--- config.mk ---
export PLATFORM = sky130hd
export DESIGN_NAME = scf_root
export DESIGN_NICKNAME = d
export VERILOG_FILES = /design/src/scf_pkg.sv /design/src/scf_root_cell.sv /design/src/scf_root.sv
export SDC_FILE = /design/constraint.sdc
export NUM_CORES = 2
export LEC_CHECK = 0
export BUFFER_PORTS_ARGS = -buffer_cell sky130_fd_sc_hd__buf_2
export CORE_MARGIN = 5
export CORE_UTILIZATION = 58
export CTS_CLUSTER_DIAMETER = 150
export DETAILED_ROUTE_END_ITERATION = 6
export PLACE_DENSITY_LB_ADDON = 0.08
export SYNTH_ARGS = -nofsm -noshare
export SYNTH_HDL_FRONTEND = slang
export SYNTH_SLANG_ARGS = --single-unit
--- constraint.sdc ---
create_clock -name clk -period 3.3 [get_ports clk]
set_input_delay 0.165 -clock clk [delete_from_list [all_inputs] [get_ports clk]]
set_output_delay 0.165 -clock clk [all_outputs]
set_load 0.01 [all_outputs]
--- src/scf_pkg.sv ---
// Shared widths, register indexes and cell payload types for the sphere contact frame.
`timescale 1ns / 1ps

package scf_pkg;

    // Square root chain: a 66-bit radicand gives a 33-bit root, one bit per cell.
    localparam int ROOT_W = 33;
    localparam int RAD_W  = 2 * ROOT_W;
    localparam int REM_W  = ROOT_W + 2;

    // Divider chain: a 63-bit dividend gives a 31-bit quotient, one bit per cell.
    localparam int QUO_W  = 31;
    localparam int DEN_W  = 33;
    localparam int DVD_W  = QUO_W + 32;
    localparam int FRAC_W = 30;

    // Register indexes on the configuration port.
    localparam logic [0:0] REG_RADIUS_ONE = 1'b0;
    localparam logic [0:0] REG_RADIUS_TWO = 1'b1;

    localparam logic [30:0] RADIUS_RESET = 31'd65536;

    // Data handed from one square root cell to the next.
    typedef struct packed {
        logic [RAD_W-1:0]  rad;
        logic [REM_W-1:0]  rem;
        logic [ROOT_W-1:0] root;
    } root_step_t;

    // Data handed from one divider cell to the next.
    typedef struct packed {
        logic [DEN_W-1:0] part;
        logic [QUO_W-1:0] rq;
        logic [DEN_W-1:0] den;
    } div_step_t;

endpackage

--- src/scf_root_cell.sv ---
// One digit cell of the pipelined integer square root.
`timescale 1ns / 1ps

module scf_root_cell (
    input  logic                clk,
    input  logic                ena,
    input  scf_pkg::root_step_t step_in,
    output scf_pkg::root_step_t step_out
);

    logic [scf_pkg::REM_W+1:0] rem_ext;
    logic [scf_pkg::REM_W+1:0] trial;
    logic                      take;
    scf_pkg::root_step_t       step_next;
    scf_pkg::root_step_t       step_reg;

    // Bring down the next bit pair and try the trial subtraction.
    always_comb
    begin
        rem_ext = {step_in.rem, step_in.rad[scf_pkg::RAD_W-1 -: 2]};
        trial   = (scf_pkg::REM_W+2)'({step_in.root, 2'b01});
        take    = (rem_ext >= trial);
        step_next.rad  = step_in.rad << 2;
        step_next.rem  = take ? scf_pkg::REM_W'(rem_ext - trial) : scf_pkg::REM_W'(rem_ext);
        step_next.root = {step_in.root[scf_pkg::ROOT_W-2:0], take};
    end

    // Stage register of this cell.
    always_ff @(posedge clk)
    begin
        if (ena)
        begin
            step_reg <= step_next;
        end
    end

    assign step_out = step_reg;

endmodule

--- src/scf_root.sv ---
// Row of square root cells giving the floor root of a 66-bit radicand.
`timescale 1ns / 1ps

module scf_root (
    input  logic                        clk,
    input  logic                        ena,
    input  logic [scf_pkg::RAD_W-1:0]   radicand,
    output logic [scf_pkg::ROOT_W-1:0]  root
);

    scf_pkg::root_step_t link [scf_pkg::ROOT_W+1];

    // The first cell starts with an empty remainder and root.
    always_comb
    begin
        link[0].rad  = radicand;
        link[0].rem  = '0;
        link[0].root = '0;
    end

    for (genvar g = 0; g < scf_pkg::ROOT_W; g++)
    begin : g_step
        scf_root_cell u_step (
            .clk      (clk),
            .ena      (ena),
            .step_in  (link[g]),
            .step_out (link[g+1])
        );
    end

    assign root = link[scf_pkg::ROOT_W].root;

endmodule

==> qor.yml <==
cts.sinks: 2684
yosys.area.top_type: "edfxtp_1"
fmax_ghz: 0.300
wl_um: 279000
drt_iter0_markers: 6095
synth_top_cell_area_share_pct: 63.9
wl_met1_um: 119000
clockRootBuffer: "clkbuf_16"
place.gp.congestion: 0.906
yosys_warnings: 0
ios: 101
synthMuxAreaShare_pct: 0.760
grt_pass1_wl_um: 435000
period_needed_ps: 3340
area_delta_synth_final_pct: 16.8
status: "finished with violations"
grt_pass1_vias: 78500
cts_buffers: 297
synth_edf_count: 2684
antenna_found_initial: 9
fin_skew_ps: 59.7
die_w_um: 476
post-route-util_pct: 67.9
syn_area_mm2: 0.126
firstDrtPassIters: 6
synthTopCellsByArea: "edfxtp_1 64%, ha_1 5.9%, xnor2_1 3.1%"
synthDistinctLibCells: 105
ys.flop_type: "edfxtp_1"
wire_per_inst_um: 20.1
setup_slack_ps: -36.0
layout-drive-gt1-share_pct: 14.3
vias_per_cell: 5.74
critPathSlowestCell: "or4_4"
violations: "negative setup slack"
crit_path_max_incr_delay_ps: 550
dr_wl_met3_um: 12000
die_h_um: 476
synthCells: 9849
fp.dieArea_mm2: 0.227
async_flop_share_pct: 0
stdcell_count: 13900
max-slew-margin-rel_pct: 43.0
period_share_pct: 101
p_per_area_mw_per_mm2: 690
vdd_drop_max_v: 0.000692
vias: 79800
holdWs_ps: 121
hpwl_um: 199000
ys_ff_latch: 2684
cp_top_family: "simple AND/OR/NAND/NOR gates"
synth_top_family_by_area: "simple AND/OR/NAND/NOR gates"
setup_viol: 7
hp-class: "in2reg"
grt_max_degree: 147
syn-num-nets: 10500
worst_pin_slew_ps: 852
ys_seq_area_share_pct: 63.9
maxCapViolCount: 0
power.leakage_nw: 56.9
synth_fa_ha_area_share_pct: 5.92
cp_max_fo: 9
cp-start-kind: "flop"
yosys.area_share.simple_pct: 10.3
dp_slack_ps: -189
endpoint_kind: "flop"
placedCellCount: 13200
grtUsageTotal_pct: 24.0
nFillCells: 15400
yosys.area_share.xor_xnor_pct: 6.14
cts_tree: "yes"
synth_compound_area_share_pct: 9.97
fp.coreArea_mm2: 0.217
clock_latency_ps: 900
drc_errors: 0
initial_core_util_pct: 58.2
h-tree-depth: 5
finalHoldViolations: 0
clk_pin_slew_ps: 60
wl_met2_um: 139000
worstSetupPathType: "reg2reg"
arrival_ps: 3960
grt.overflow.total: 0
largest_register_ffs: 2684
clockBufferDepth: 4
synth.avg_cell_area_um2: 12.8
nets: 11500
top_layer: "met5"
finalSetupTns_ps: -115
path_cells: "or4_4, or2_4, or3_4, or3_4, a211o_1, a221oi_2, a211o_1, buf_12, nor4_1, xor2_1"
ant_nets: 0
required_ps: 3920
rows: 171
critPathBufInv: 1
maxSlewViolCount: 0
port_buffers: 100
rsz0062_at_grt: "yes"
report_power, final:
part	switching, mW	internal (mW)	leakage (nW)	total [mW]
Clock	13.0	19.1	4.56	32.1
Sequential	3.09	43.1	25.8	46.2
Combinational	13.0	10.3	26.5	23.3
Total	29.1	72.5	56.9	102
cells in the mapped netlist, drive strengths merged, types with 112 or more instances:
library cell	number
a21o	261
a21oi	609
clkbuf	176
edfxtp	2684
ha	596
inv	767
nand2	694
nand3	162
nand4	116
nor2	585
nor3	274
nor4	147
o21ai	531
or3	112
xnor2	452
xor2	431
worst paths after layout:
check | slack (ps) | depth (start not counted) | to | startpoint
worst max-delay path | -40 | 10 | g_step[16].u_step.step_out[65] | g_step[15].u_step.step_out[59]
worst min-delay path | 120 | 3 | g_step[0].u_step.step_out[34] | radicand[64]
worst max register to register | -40 | 10 | g_step[16].u_step.step_out[65] | g_step[15].u_step.step_out[59]
worst min register to register | 370 | 0 | g_step[9].u_step.step_out[100] | g_step[8].u_step.step_out[98]
cell usage in the layout (no fill, tap or decap), drive strengths merged, types with 99 or more instances in the layout:
cell type,synthesis,final
edfxtp,2684,2684
o21a,99,99
a21o,261,261
inv,767,775
a21oi,609,609
xor2,431,431
buf,44,767
ha,596,596
nor3,274,274
xnor2,452,452
nor4,147,147
nand3,162,162
o21ai,531,532
nand2,694,694
nand2b,106,106
nor2,585,585
dlygate4sd3,0,132
clkinv,0,114
or3,112,112
nand4,116,116
clkbuf,176,341
tightest hold or removal path, stage by stage:
cell and delay [ps]:
dlygate4sd3_1 520, buf_2 120, and2_1 110
cell families (layout without fill, tap and decap cells):
| kind of cell | after synthesis | after routing |
|---|---|---|
| other | 1 | 4 |
| xor gates and xnor gates | 883 | 883 |
| muxes | 87 | 87 |
| buffers and inverters | 987 | 2183 |
| adders and majority gates | 596 | 596 |
| AOI/OAI and AO/OA | 2015 | 2016 |
| and+or+nand+nor | 2596 | 2596 |
| DFF | 2684 | 2684 |
routing by layer:
metal	GRT usage (%)	vias up
met3	2.98	572
li1	-	38500
met4	7.57	4
met2	41.3	1964
met5	0	-
met1	32.0	38700
what timing repair did:
| action | in CTS | in global routing |
|---|---|---|
| gates cloned | 0 | 3 |
| setup buffers | 6 | 43 |
| hold buffers | 132 | 0 |
| setup endpoints to repair | 107 | 479 |
| endpoints found under the hold margin | 399 | 0 |
| pin swaps | 10 | 69 |
| gates resized for setup | 47 | 254 |
stage by stage:
step,power [mW],instance area (um2)
final,102,147000
after global routing,107,147000
after CTS,102,146000
after detailed placement,69.0,135000
after global placement,68.7,135000
after floorplan,60.4,126000
final cells by class:
class	instances	area [um2]	share of cell area, %
clock buffers	339	7740	5.26
inverters	767	2880	1.96
clock inverters	176	1710	1.16
flip-flops and latches	2684	80600	54.7
well taps	2854	3570	2.43
repair buffers	901	7510	5.10
multi-input cells	6179	43200	29.3
diodes	3	7.51	0.00510
(Power assumes the default switching activity.)
